--- config.mk ---
export PLATFORM = sky130hd
export DESIGN_NAME = scancode_line_editor
export DESIGN_NICKNAME = d
export VERILOG_FILES = /design/src/hdl/sle_pkg.sv /design/src/hdl/sle_fifo.sv /design/src/hdl/sle_front.sv /design/src/hdl/sle_back.sv /design/src/hdl/scancode_line_editor.sv
export SDC_FILE = /design/constraint.sdc
export NUM_CORES = 2
export LEC_CHECK = 0
export BUFFER_PORTS_ARGS = -buffer_cell sky130_fd_sc_hd__buf_2
export CORE_UTILIZATION = 55
export CTS_CLUSTER_SIZE = 24
export DETAILED_ROUTE_END_ITERATION = 8
export PLACE_DENSITY = 0.71
export SYNTH_ARGS = -nofsm -noshare
export SYNTH_HDL_FRONTEND = slang
export SYNTH_SLANG_ARGS = --single-unit
--- constraint.sdc ---
create_clock -name clk -period 4.43 [get_ports clk]
set_input_delay 0.443 -clock clk [delete_from_list [all_inputs] [get_ports clk]]
set_output_delay 0.443 -clock clk [all_outputs]
set_load 0.03 [all_outputs]
--- src/hdl/sle_pkg.sv ---
`default_nettype none
// ---------------------------------------------------------------------------
// Scancode line editor package
// Shared types, codes and the set-1 US key table.
// ---------------------------------------------------------------------------
package sle_pkg;

  // Default line buffer depth and queue depths.
  localparam int DEFAULT_LINE_DEPTH = 256;
  localparam int OP_Q_DEPTH         = 2;
  localparam int OUT_Q_DEPTH        = 4;

  // Input command codes.
  localparam logic [1:0] CMD_SCAN  = 2'd0;
  localparam logic [1:0] CMD_READ  = 2'd1;
  localparam logic [1:0] CMD_CLEAR = 2'd2;

  // Result kind codes.
  localparam logic [1:0] KIND_ECHO = 2'd0;
  localparam logic [1:0] KIND_KEY  = 2'd1;
  localparam logic [1:0] KIND_READ = 2'd2;

  // Scancodes with special handling.
  localparam logic [7:0] KEY_RELEASE   = 8'h80;
  localparam logic [7:0] KEY_BACKSPACE = 8'h0E;
  localparam logic [7:0] KEY_ENTER     = 8'h1C;

  // ASCII characters produced by the editing keys.
  localparam logic [7:0] ASCII_NUL = 8'h00;
  localparam logic [7:0] ASCII_BS  = 8'h08;
  localparam logic [7:0] ASCII_LF  = 8'h0A;
  localparam logic [7:0] ASCII_CR  = 8'h0D;

  // One input request.
  typedef struct packed {
    logic [1:0] cmd;
    logic [7:0] scan_byte;
    logic [7:0] read_position;
  } in_item_t;

  // One result.
  typedef struct packed {
    logic [1:0] out_kind;
    logic [7:0] out_char;
    logic       ready_flag;
    logic [7:0] line_length;
    logic       last_of_run;
  } out_item_t;

  // Decoded operation handed from the front end to the back end.
  typedef enum logic [2:0] {
    OP_READ,
    OP_CLEAR,
    OP_ENTER,
    OP_BKSP,
    OP_KEY
  } op_kind_t;

  typedef struct packed {
    op_kind_t   kind;
    logic [7:0] ch;
    logic [7:0] pos;
  } op_t;

  // US layout make-code table; codes outside the table and holes give NUL.
  function automatic logic [7:0] us_map(input logic [7:0] code);
    logic [7:0] ch;
    case (code)
      8'h02: ch = 8'h31;
      8'h03: ch = 8'h32;
      8'h04: ch = 8'h33;
      8'h05: ch = 8'h34;
      8'h06: ch = 8'h35;
      8'h07: ch = 8'h36;
      8'h08: ch = 8'h37;
      8'h09: ch = 8'h38;
      8'h0A: ch = 8'h39;
      8'h0B: ch = 8'h30;
      8'h0C: ch = 8'h2D;
      8'h0D: ch = 8'h3D;
      8'h0E: ch = ASCII_BS;
      8'h0F: ch = 8'h09;
      8'h10: ch = 8'h71;
      8'h11: ch = 8'h77;
      8'h12: ch = 8'h65;
      8'h13: ch = 8'h72;
      8'h14: ch = 8'h74;
      8'h15: ch = 8'h79;
      8'h16: ch = 8'h75;
      8'h17: ch = 8'h69;
      8'h18: ch = 8'h6F;
      8'h19: ch = 8'h70;
      8'h1A: ch = 8'h5B;
      8'h1B: ch = 8'h5D;
      8'h1C: ch = ASCII_LF;
      8'h1E: ch = 8'h61;
      8'h1F: ch = 8'h73;
      8'h20: ch = 8'h64;
      8'h21: ch = 8'h66;
      8'h22: ch = 8'h67;
      8'h23: ch = 8'h68;
      8'h24: ch = 8'h6A;
      8'h25: ch = 8'h6B;
      8'h26: ch = 8'h6C;
      8'h27: ch = 8'h3B;
      8'h28: ch = 8'h27;
      8'h29: ch = 8'h60;
      8'h2B: ch = 8'h5C;
      8'h2C: ch = 8'h7A;
      8'h2D: ch = 8'h78;
      8'h2E: ch = 8'h63;
      8'h2F: ch = 8'h76;
      8'h30: ch = 8'h62;
      8'h31: ch = 8'h6E;
      8'h32: ch = 8'h6D;
      8'h33: ch = 8'h2C;
      8'h34: ch = 8'h2E;
      8'h35: ch = 8'h2F;
      8'h37: ch = 8'h2A;
      8'h39: ch = 8'h20;
      default: ch = ASCII_NUL;
    endcase
    return ch;
  endfunction

endpackage
`default_nettype wire

--- src/hdl/sle_fifo.sv ---
`default_nettype none
// ---------------------------------------------------------------------------
// Scancode line editor queue
// Small register-based FIFO; DEPTH must be a power of two.
// ---------------------------------------------------------------------------
module sle_fifo #(
  parameter type T     = logic,
  parameter int  DEPTH = 4
) (
  input  wire logic                       clk,
  input  wire logic                       rst_n,
  input  wire logic                       push,
  input  wire T                           wdata,
  output logic                            full,
  input  wire logic                       pop,
  output T                                rdata,
  output logic                            empty,
  output logic [$clog2(DEPTH):0]          count
);

  localparam int PTR_W = (DEPTH > 1) ? $clog2(DEPTH) : 1;
  localparam int CNT_W = $clog2(DEPTH) + 1;

  T                   mem_r [DEPTH];
  logic [PTR_W-1:0]   wr_ptr_r, wr_ptr_nxt;
  logic [PTR_W-1:0]   rd_ptr_r, rd_ptr_nxt;
  logic [CNT_W-1:0]   count_r, count_nxt;
  logic               do_push, do_pop;

  // Handshake qualification.
  assign full    = (count_r == CNT_W'(DEPTH));
  assign empty   = (count_r == '0);
  assign do_push = push && !full;
  assign do_pop  = pop && !empty;
  assign rdata   = mem_r[rd_ptr_r];
  assign count   = count_r;

  // Pointer and occupancy update.
  always_comb begin
    wr_ptr_nxt = wr_ptr_r;
    rd_ptr_nxt = rd_ptr_r;
    count_nxt  = count_r;
    if (do_push) begin
      wr_ptr_nxt = (wr_ptr_r == PTR_W'(DEPTH - 1)) ? '0 : wr_ptr_r + 1'b1;
    end
    if (do_pop) begin
      rd_ptr_nxt = (rd_ptr_r == PTR_W'(DEPTH - 1)) ? '0 : rd_ptr_r + 1'b1;
    end
    if (do_push && !do_pop) begin
      count_nxt = count_r + 1'b1;
    end else if (do_pop && !do_push) begin
      count_nxt = count_r - 1'b1;
    end
  end

  always_ff @(posedge clk) begin
    if (!rst_n) begin
      wr_ptr_r <= '0;
      rd_ptr_r <= '0;
      count_r  <= '0;
    end else begin
      wr_ptr_r <= wr_ptr_nxt;
      rd_ptr_r <= rd_ptr_nxt;
      count_r  <= count_nxt;
    end
  end

  // Storage needs no reset.
  always_ff @(posedge clk) begin
    if (do_push) begin
      mem_r[wr_ptr_r] <= wdata;
    end
  end

endmodule
`default_nettype wire

--- src/hdl/sle_front.sv ---
`default_nettype none
// ---------------------------------------------------------------------------
// Scancode line editor front end
// Accepts requests, drops releases and unmapped codes, decodes the rest.
// ---------------------------------------------------------------------------
module sle_front
  import sle_pkg::*;
(
  input  wire logic     in_push,
  input  wire in_item_t in_data,
  output logic          in_full,
  output logic          op_push,
  output op_t           op_data,
  input  wire logic     op_full,
  input  wire logic     rst_n
);

  logic       keep;
  logic [7:0] key_ch;

  assign key_ch = us_map(in_data.scan_byte);

  // Classify the request into an operation for the back end.
  always_comb begin
    keep         = 1'b0;
    op_data.kind = OP_KEY;
    op_data.ch   = key_ch;
    op_data.pos  = in_data.read_position;
    case (in_data.cmd)
      CMD_READ: begin
        keep         = 1'b1;
        op_data.kind = OP_READ;
      end
      CMD_CLEAR: begin
        keep         = 1'b1;
        op_data.kind = OP_CLEAR;
      end
      CMD_SCAN: begin
        if ((in_data.scan_byte & KEY_RELEASE) == '0) begin
          if (in_data.scan_byte == KEY_ENTER) begin
            keep         = 1'b1;
            op_data.kind = OP_ENTER;
          end else if (in_data.scan_byte == KEY_BACKSPACE) begin
            keep         = 1'b1;
            op_data.kind = OP_BKSP;
          end else if (key_ch != ASCII_NUL) begin
            keep         = 1'b1;
            op_data.kind = OP_KEY;
          end
        end
      end
      default: begin
        keep = 1'b0;
      end
    endcase
  end

  // Requests are taken whenever the operation queue has room.
  assign in_full = op_full || !rst_n;
  assign op_push = in_push && !in_full && keep;

endmodule
`default_nettype wire

--- src/hdl/sle_back.sv ---
`default_nettype none
// ---------------------------------------------------------------------------
// Scancode line editor back end
// Executes decoded operations on the line buffer and forms results.
// ---------------------------------------------------------------------------
module sle_back
  import sle_pkg::*;
#(
  parameter int LINE_DEPTH  = DEFAULT_LINE_DEPTH,
  parameter int OUT_DEPTH   = OUT_Q_DEPTH
) (
  input  wire logic                       clk,
  input  wire logic                       rst_n,
  input  wire logic                       text_mode,
  input  wire logic                       op_empty,
  input  wire op_t                        op_data,
  output logic                            op_pop,
  input  wire logic [$clog2(OUT_DEPTH):0] out_count,
  output logic                            res_valid,
  output out_item_t                       res_data
);

  localparam int CNT_W = $clog2(LINE_DEPTH);
  localparam int CMP_W = (CNT_W > 8) ? CNT_W : 8;
  localparam logic [CNT_W-1:0] LAST_IDX = CNT_W'(LINE_DEPTH - 1);

  typedef enum logic {
    ST_FIRST,
    ST_SECOND
  } state_t;

  state_t           state_r, state_nxt;
  logic [CNT_W-1:0] fill_r, fill_nxt;
  logic             done_r, done_nxt;
  logic             res_valid_r, res_valid_nxt;
  out_item_t        res_r, res_nxt;
  logic             rd_sel_r, rd_sel_nxt;
  logic             hit_r, hit_nxt;
  logic [7:0]       store_r [LINE_DEPTH];
  logic [7:0]       rd_data_r;
  logic             can_go;
  logic             mem_we;
  logic [CNT_W-1:0] raddr;
  logic             emit;
  logic [1:0]       kind;
  logic [7:0]       ch;
  logic             last;

  // Execute only when the result queue is sure to have room.
  assign can_go = !op_empty &&
                  ((int'(out_count) + int'(res_valid_r)) < OUT_DEPTH);
  assign raddr  = CNT_W'(op_data.pos);

  // Operation execution.
  always_comb begin
    state_nxt  = state_r;
    fill_nxt   = fill_r;
    done_nxt   = done_r;
    op_pop     = 1'b0;
    mem_we     = 1'b0;
    emit       = 1'b0;
    kind       = KIND_ECHO;
    ch         = op_data.ch;
    last       = 1'b1;
    rd_sel_nxt = 1'b0;
    hit_nxt    = CMP_W'(op_data.pos) < CMP_W'(fill_r);
    if (can_go) begin
      case (op_data.kind)
        OP_READ: begin
          op_pop     = 1'b1;
          emit       = 1'b1;
          kind       = KIND_READ;
          rd_sel_nxt = 1'b1;
        end
        OP_CLEAR: begin
          op_pop   = 1'b1;
          fill_nxt = '0;
          done_nxt = 1'b0;
        end
        OP_ENTER: begin
          emit = 1'b1;
          if (!text_mode) begin
            op_pop = 1'b1;
            kind   = KIND_KEY;
            ch     = ASCII_LF;
          end else if (state_r == ST_FIRST) begin
            // Carriage return first; the request stays queued for the line feed.
            done_nxt  = 1'b1;
            ch        = ASCII_CR;
            last      = 1'b0;
            state_nxt = ST_SECOND;
          end else begin
            op_pop    = 1'b1;
            ch        = ASCII_LF;
            state_nxt = ST_FIRST;
          end
        end
        OP_BKSP: begin
          op_pop = 1'b1;
          ch     = ASCII_BS;
          if (!text_mode) begin
            emit = 1'b1;
            kind = KIND_KEY;
          end else if (fill_r != '0) begin
            emit     = 1'b1;
            fill_nxt = fill_r - 1'b1;
          end
        end
        OP_KEY: begin
          op_pop = 1'b1;
          if (fill_r < LAST_IDX) begin
            emit = 1'b1;
            if (!text_mode) begin
              kind = KIND_KEY;
            end else begin
              mem_we   = 1'b1;
              fill_nxt = fill_r + 1'b1;
            end
          end
        end
        default: begin
          op_pop = 1'b1;
        end
      endcase
    end
    res_valid_nxt        = emit;
    res_nxt.out_kind     = kind;
    res_nxt.out_char     = ch;
    res_nxt.ready_flag   = done_nxt;
    res_nxt.line_length  = 8'(fill_nxt);
    res_nxt.last_of_run  = last;
  end

  // State and registered result.
  always_ff @(posedge clk) begin
    if (!rst_n) begin
      state_r     <= ST_FIRST;
      fill_r      <= '0;
      done_r      <= 1'b0;
      res_valid_r <= 1'b0;
    end else begin
      state_r     <= state_nxt;
      fill_r      <= fill_nxt;
      done_r      <= done_nxt;
      res_valid_r <= res_valid_nxt;
    end
    res_r    <= res_nxt;
    rd_sel_r <= rd_sel_nxt;
    hit_r    <= hit_nxt;
  end

  // Line buffer with registered read port.
  always_ff @(posedge clk) begin
    if (mem_we) begin
      store_r[fill_r] <= op_data.ch;
    end
    rd_data_r <= store_r[raddr];
  end

  // Reads beyond the line length return NUL.
  always_comb begin
    res_data = res_r;
    if (rd_sel_r) begin
      res_data.out_char = hit_r ? rd_data_r : ASCII_NUL;
    end
  end
  assign res_valid = res_valid_r;

endmodule
`default_nettype wire

--- src/hdl/scancode_line_editor.sv ---
`default_nettype none
// ---------------------------------------------------------------------------
// Scancode line editor
// PS/2 set-1 scancode decoder with a local line buffer and echo.
// ---------------------------------------------------------------------------
// Usage:
//   Requests enter through in_push/in_full as a queue write: a request is
//   taken on a clock edge with in_push high and in_full low. Results leave
//   through out_empty/out_pop as a queue read: the oldest result sits on
//   out_data while out_empty is low and is taken with out_pop.
//   cfg_we/cfg_wdata writes text_mode; write it only while the block is idle.
//   A request's first result shows after the operation queue, the back end
//   result register and the output queue. Requests are taken one per cycle
//   while in_full is low; Enter in text mode holds the back end for a CR echo
//   and then an LF echo. The back end runs one operation step per cycle while
//   the result queue has room. Releases, unmapped codes, dropped keys and line
//   resets give no result. Reset empties both queues, clears the line and sets
//   text_mode. The line buffer is not cleared; only written positions are ever
//   read back. When the receiver stalls, up to four results wait in the output
//   queue and two requests in the operation queue; after that in_full rises.
// ---------------------------------------------------------------------------
module scancode_line_editor
  import sle_pkg::*;
#(
  parameter int LINE_DEPTH = DEFAULT_LINE_DEPTH
) (
  input  wire logic      clk,
  input  wire logic      rst_n,
  input  wire logic      in_push,
  input  wire in_item_t  in_data,
  output logic           in_full,
  output logic           out_empty,
  input  wire logic      out_pop,
  output out_item_t      out_data,
  input  wire logic      cfg_we,
  input  wire logic      cfg_wdata
);

  logic                          text_mode_r;
  logic                          op_push, op_full, op_empty, op_pop;
  op_t                           op_in, op_out;
  logic [$clog2(OP_Q_DEPTH):0]   op_count;
  logic                          res_valid, out_full;
  out_item_t                     res_data;
  logic [$clog2(OUT_Q_DEPTH):0]  out_count;

  // Mode register.
  always_ff @(posedge clk) begin
    if (!rst_n) begin
      text_mode_r <= 1'b1;
    end else if (cfg_we) begin
      text_mode_r <= cfg_wdata;
    end
  end

  // Front end: request decode.
  sle_front u_front (
    .in_push (in_push),
    .in_data (in_data),
    .in_full (in_full),
    .op_push (op_push),
    .op_data (op_in),
    .op_full (op_full),
    .rst_n   (rst_n)
  );

  // Operation queue between front and back end.
  sle_fifo #(
    .T     (op_t),
    .DEPTH (OP_Q_DEPTH)
  ) u_op_q (
    .clk   (clk),
    .rst_n (rst_n),
    .push  (op_push),
    .wdata (op_in),
    .full  (op_full),
    .pop   (op_pop),
    .rdata (op_out),
    .empty (op_empty),
    .count (op_count)
  );

  // Back end: line buffer and result formation.
  sle_back #(
    .LINE_DEPTH (LINE_DEPTH),
    .OUT_DEPTH  (OUT_Q_DEPTH)
  ) u_back (
    .clk       (clk),
    .rst_n     (rst_n),
    .text_mode (text_mode_r),
    .op_empty  (op_empty),
    .op_data   (op_out),
    .op_pop    (op_pop),
    .out_count (out_count),
    .res_valid (res_valid),
    .res_data  (res_data)
  );

  // Result queue.
  sle_fifo #(
    .T     (out_item_t),
    .DEPTH (OUT_Q_DEPTH)
  ) u_out_q (
    .clk   (clk),
    .rst_n (rst_n),
    .push  (res_valid),
    .wdata (res_data),
    .full  (out_full),
    .pop   (out_pop),
    .rdata (out_data),
    .empty (out_empty),
    .count (out_count)
  );

`ifndef SYNTHESIS
  // The back end never produces a result the output queue cannot hold.
  a_no_res_overflow: assert property (@(posedge clk) disable iff (!rst_n)
    !(res_valid && out_full))
    else $error("result produced while output queue full");

  // The only non-final result is the carriage return echo of Enter.
  a_non_last_is_cr: assert property (@(posedge clk) disable iff (!rst_n)
    (!out_empty && !out_data.last_of_run) |->
      (out_data.out_kind == KIND_ECHO && out_data.out_char == ASCII_CR))
    else $error("unexpected non-final result");

  // Read data always closes its run.
  a_read_is_last: assert property (@(posedge clk) disable iff (!rst_n)
    (!out_empty && out_data.out_kind == KIND_READ) |-> out_data.last_of_run)
    else $error("read result not marked final");

  // The operation queue count never exceeds its depth.
  a_op_count: assert property (@(posedge clk) disable iff (!rst_n)
    int'(op_count) <= OP_Q_DEPTH)
    else $error("operation queue count out of range");
`endif

endmodule
`default_nettype wire
==> results.sh <==
export IMPL_status="completed"
export IMPL_ir_worst_vdd_mv=0.4004
export IMPL_synth_seq_cells=1957
export IMPL_grt_pass1_wl_mm=285.8
export IMPL_utilization_pct=62.08
export IMPL_wl_per_cell_um=26.69
export IMPL_grt_usage_pct=27.40
export IMPL_drive_above_1_share_pct=12.47
export IMPL_drt_wl_total_mm=194.6
export IMPL_grt_pass1_vias=43932
export IMPL_nNetsFinal=5320
export IMPL_max_stage_delay_ns=1.11
export IMPL_drtAntennaViolNets=0
export IMPL_core_area_mm2=0.1397
export IMPL_synth_largest_area_cell="edfxtp_1"
export IMPL_crit_family="simple AND/OR/NAND/NOR gates"
export IMPL_final_common_cell="edfxtp_1"
export IMPL_cts_path_max_buffers=3
export IMPL_max_freq_mhz=229.9
export IMPL_clk_pin_slew_ns=0.07
export IMPL_crit_fanout=37
export IMPL_end_kind="register"
export IMPL_clock_latency_ns=0.83
export IMPL_met2_usage_pct=43.33
export IMPL_path_cells="mux2_8 -> buf_12 -> mux4_2 -> a2111oi_0 -> nor3_1 -> nor4_1 -> nand4_1"
export IMPL_htree_levels=4
export IMPL_finalCritPeriodShare_pct=98.17
export IMPL_rsz0062_at_grt="false"
export IMPL_cts_root_buf="clkbuf_16"
export IMPL_critPathSlowestCell="nor4_1"
export IMPL_crit_buf_inv=1
export IMPL_vias=45527
export IMPL_setup_viol=0
export IMPL_cap_violations=0
export IMPL_crit_required_ns=5.09
export IMPL_yosysUniqueCellTypes=81
export IMPL_routed_via_density=6.243
export IMPL_cp_depth=7
export IMPL_yosys_warnings=0
export IMPL_io_pin_count=46
export IMPL_fp_dieH_um=377.4
export IMPL_cts_tree="yes"
export IMPL_relSlewSlack_pct=6.808
export IMPL_endpoint="u_back.rd_data_r[2]$_DFF_P_"
export IMPL_area_growth_pct=11.90
export IMPL_die_x_um=377.4
export IMPL_cts_sinks=1957
export IMPL_drc_errors=0
export IMPL_power_leakage_nw=28.44
export IMPL_fin_skew_ns=0.03998
export IMPL_dpl_worst_slack_ns=0.06395
export IMPL_num_rows=137
export IMPL_setup_ws_ns=0.08109
export IMPL_arrival_ns=5.00
export IMPL_hold_violations=0
export IMPL_drt_initial_drc_count=5717
export IMPL_gp_congestion=0.9027
export IMPL_dp_hpwl_mm=116.7
export IMPL_synthCells=5157
export IMPL_power_density_mw_per_mm2=503.1
export IMPL_synth_flop_cell="edfxtp_1"
export IMPL_synth_area_leaders="edfxtp_1, nand2_1, mux4_2"
export IMPL_synth_enable_flop_cells=1904
export IMPL_dr_pass1_iters=9
export IMPL_grt_max_degree=131
export IMPL_slew_violations=0
export IMPL_ys_seq_area_share_pct=75.14
export IMPL_grt_antenna_before_repair=7
export IMPL_period_minus_slack_ns=4.349
export IMPL_overflow=0
export IMPL_async_flop_share_pct=0
export IMPL_cts_made_buffers=188
export IMPL_io_buffers=44
export IMPL_worstSetupPathType="reg2reg"
export IMPL_busiest_layer="met2"
export IMPL_rrSetupSlack_ns=0.08
export IMPL_synth_top_area_share_pct=73.77
export IMPL_worst_pin_slew_ns=1.385
export IMPL_syn_area_per_cell_um2=15.03
export IMPL_met3_usage_pct=5.486
export IMPL_r2r_end="u_back.rd_data_r[2]$_DFF_P_"
export IMPL_most_common_layout_cells="edfxtp_1, nand2_1, nor2_1"
export IMPL_synthesis_area_mm2=0.07750
export IMPL_grt_use_met1_pct=37.75
export IMPL_start_util_pct=55.48
export IMPL_fillCellCount=9916
export IMPL_cp_start_kind="register"
export IMPL_dieArea_mm2=0.1424
export IMPL_hold_class="in2reg"
export IMPL_ff2ff_path_depth=7
-- final cells by class --
cell class | instances | area, µm² | area share [%]
well taps | 1876 | 2347 | 2.706
repair buffers | 230 | 2110 | 2.432
clock buffers | 231 | 4989 | 5.752
inverters | 36 | 135.1 | 0.1558
flip-flops and latches | 1957 | 58240 | 67.15
clock inverters | 112 | 904.6 | 1.043
diodes | 1 | 2.502 | 0.002885
multi-input cells | 2849 | 18000 | 20.76
-- how the worst min path moves through the flow --
stage                                      from                            end  slack [ns]  cells after the start
global placement    u_back.state_r$_SDFFE_PN0P_    u_back.state_r$_SDFFE_PN0P_        0.45                      2
CTS                                 in_data[17]  u_op_q.mem_r[0][16]$_DFFE_PP_       0.008                      2
global route                        in_data[17]  u_op_q.mem_r[0][16]$_DFFE_PP_        0.03                      2
finish                              in_data[17]  u_op_q.mem_r[0][16]$_DFFE_PP_        0.05                      2
detailed placement   u_back.res_data[6]$_DFF_P_  u_out_q.mem_r[3][6]$_DFFE_PP_        0.47                      0
floorplan              u_back.done_r$_SDFF_PN0_     u_back.res_data[9]$_DFF_P_        0.42                      2
-- per-layer routing --
metal | routed length, µm | vias up
li1 | - | 19896
met5 | 30 | -
met2 | 92340 | 2533
met4 | 7476 | 6
met3 | 19060 | 444
met1 | 75690 | 22648
-- cells in the mapped netlist (all sizes together), types with 3 or more instances --
cell,n
or2,3
o211ai,8
a21o,5
o21a,7
or3b,3
mux2,14
xor2,5
nor4,29
a2111oi,112
mux2i,244
a21boi,4
o22ai,113
nand4,10
clkbuf,190
nor2b,7
a211oi,8
buf,132
nor3,124
and3,3
a31oi,116
nand3,247
nand2,962
mux4,134
o21ai,33
a21oi,248
dfxtp,53
ha,33
edfxtp,1904
inv,36
nor2,306
and2,15
nand2b,6
or3,4
o31ai,3
-- report_power, final --
| part | internal [mW] | switching, mW |
|---|---|---|
| registers | 21.2 | 0.223 |
| clock network | 8.73 | 6.71 |
| logic | 2.07 | 4.67 |
-- timing repair --
action                     in CTS  in global routing
buffers inserted                0                  0
hold buffers                   12                  0
setup endpoints to repair       0                  5
hold endpoints to repair       23                  0
gates resized for setup         0                  5
-- per-stage QoR --
stage | hold slack [ns] | cell area (µm²) | std cells | total power [mW] | TNS (ns)
6_report | 0.04583 | 86730 | 7292 | 43.63 | 0
5_1_grt | 0.03464 | 86720 | 7291 | 44.84 | 0
2_1_floorplan | 0.4194 | 77530 | 5164 | 25.83 | 0
3_5_place_dp | 0.4666 | 80680 | 6936 | 28.48 | 0
4_1_cts | 0.008449 | 86700 | 7291 | 43.67 | 0
3_3_place_gp | 0.4477 | 80660 | 6934 | 28.36 | -0.2404
-- logic make-up after synthesis --
kind of cell	share of synthesized area, %
xor gates and xnor gates	0.06780
adders and majority gates	0.5586
and+or+nand+nor	9.346
DFF	75.14
muxes	7.274
AOI/OAI and AO/OA	5.587
buffers and inverters	2.023
other	0.004838
-- flip-flops by register name, summed over array words and instances, names as in the netlist, named ones only --
register / cells
u_back.store_r: 1792
u_out_q.mem_r: 76
u_op_q.mem_r: 36
u_back.res_data: 11
u_back.fill_r: 8
u_back.rd_data_r: 7
u_back.res_r: 7
u_out_q.count: 3
u_op_q.count: 2
u_out_q.rd_ptr_r: 2
u_out_q.wr_ptr_r: 2
text_mode_r: 1
u_back.done_r: 1
u_back.hit_r: 1
u_back.rd_sel_r: 1
u_back.res_valid: 1
u_back.state_r: 1
u_op_q.rd_ptr_r: 1
u_op_q.wr_ptr_r: 1
(Power assumes the default switching activity.)
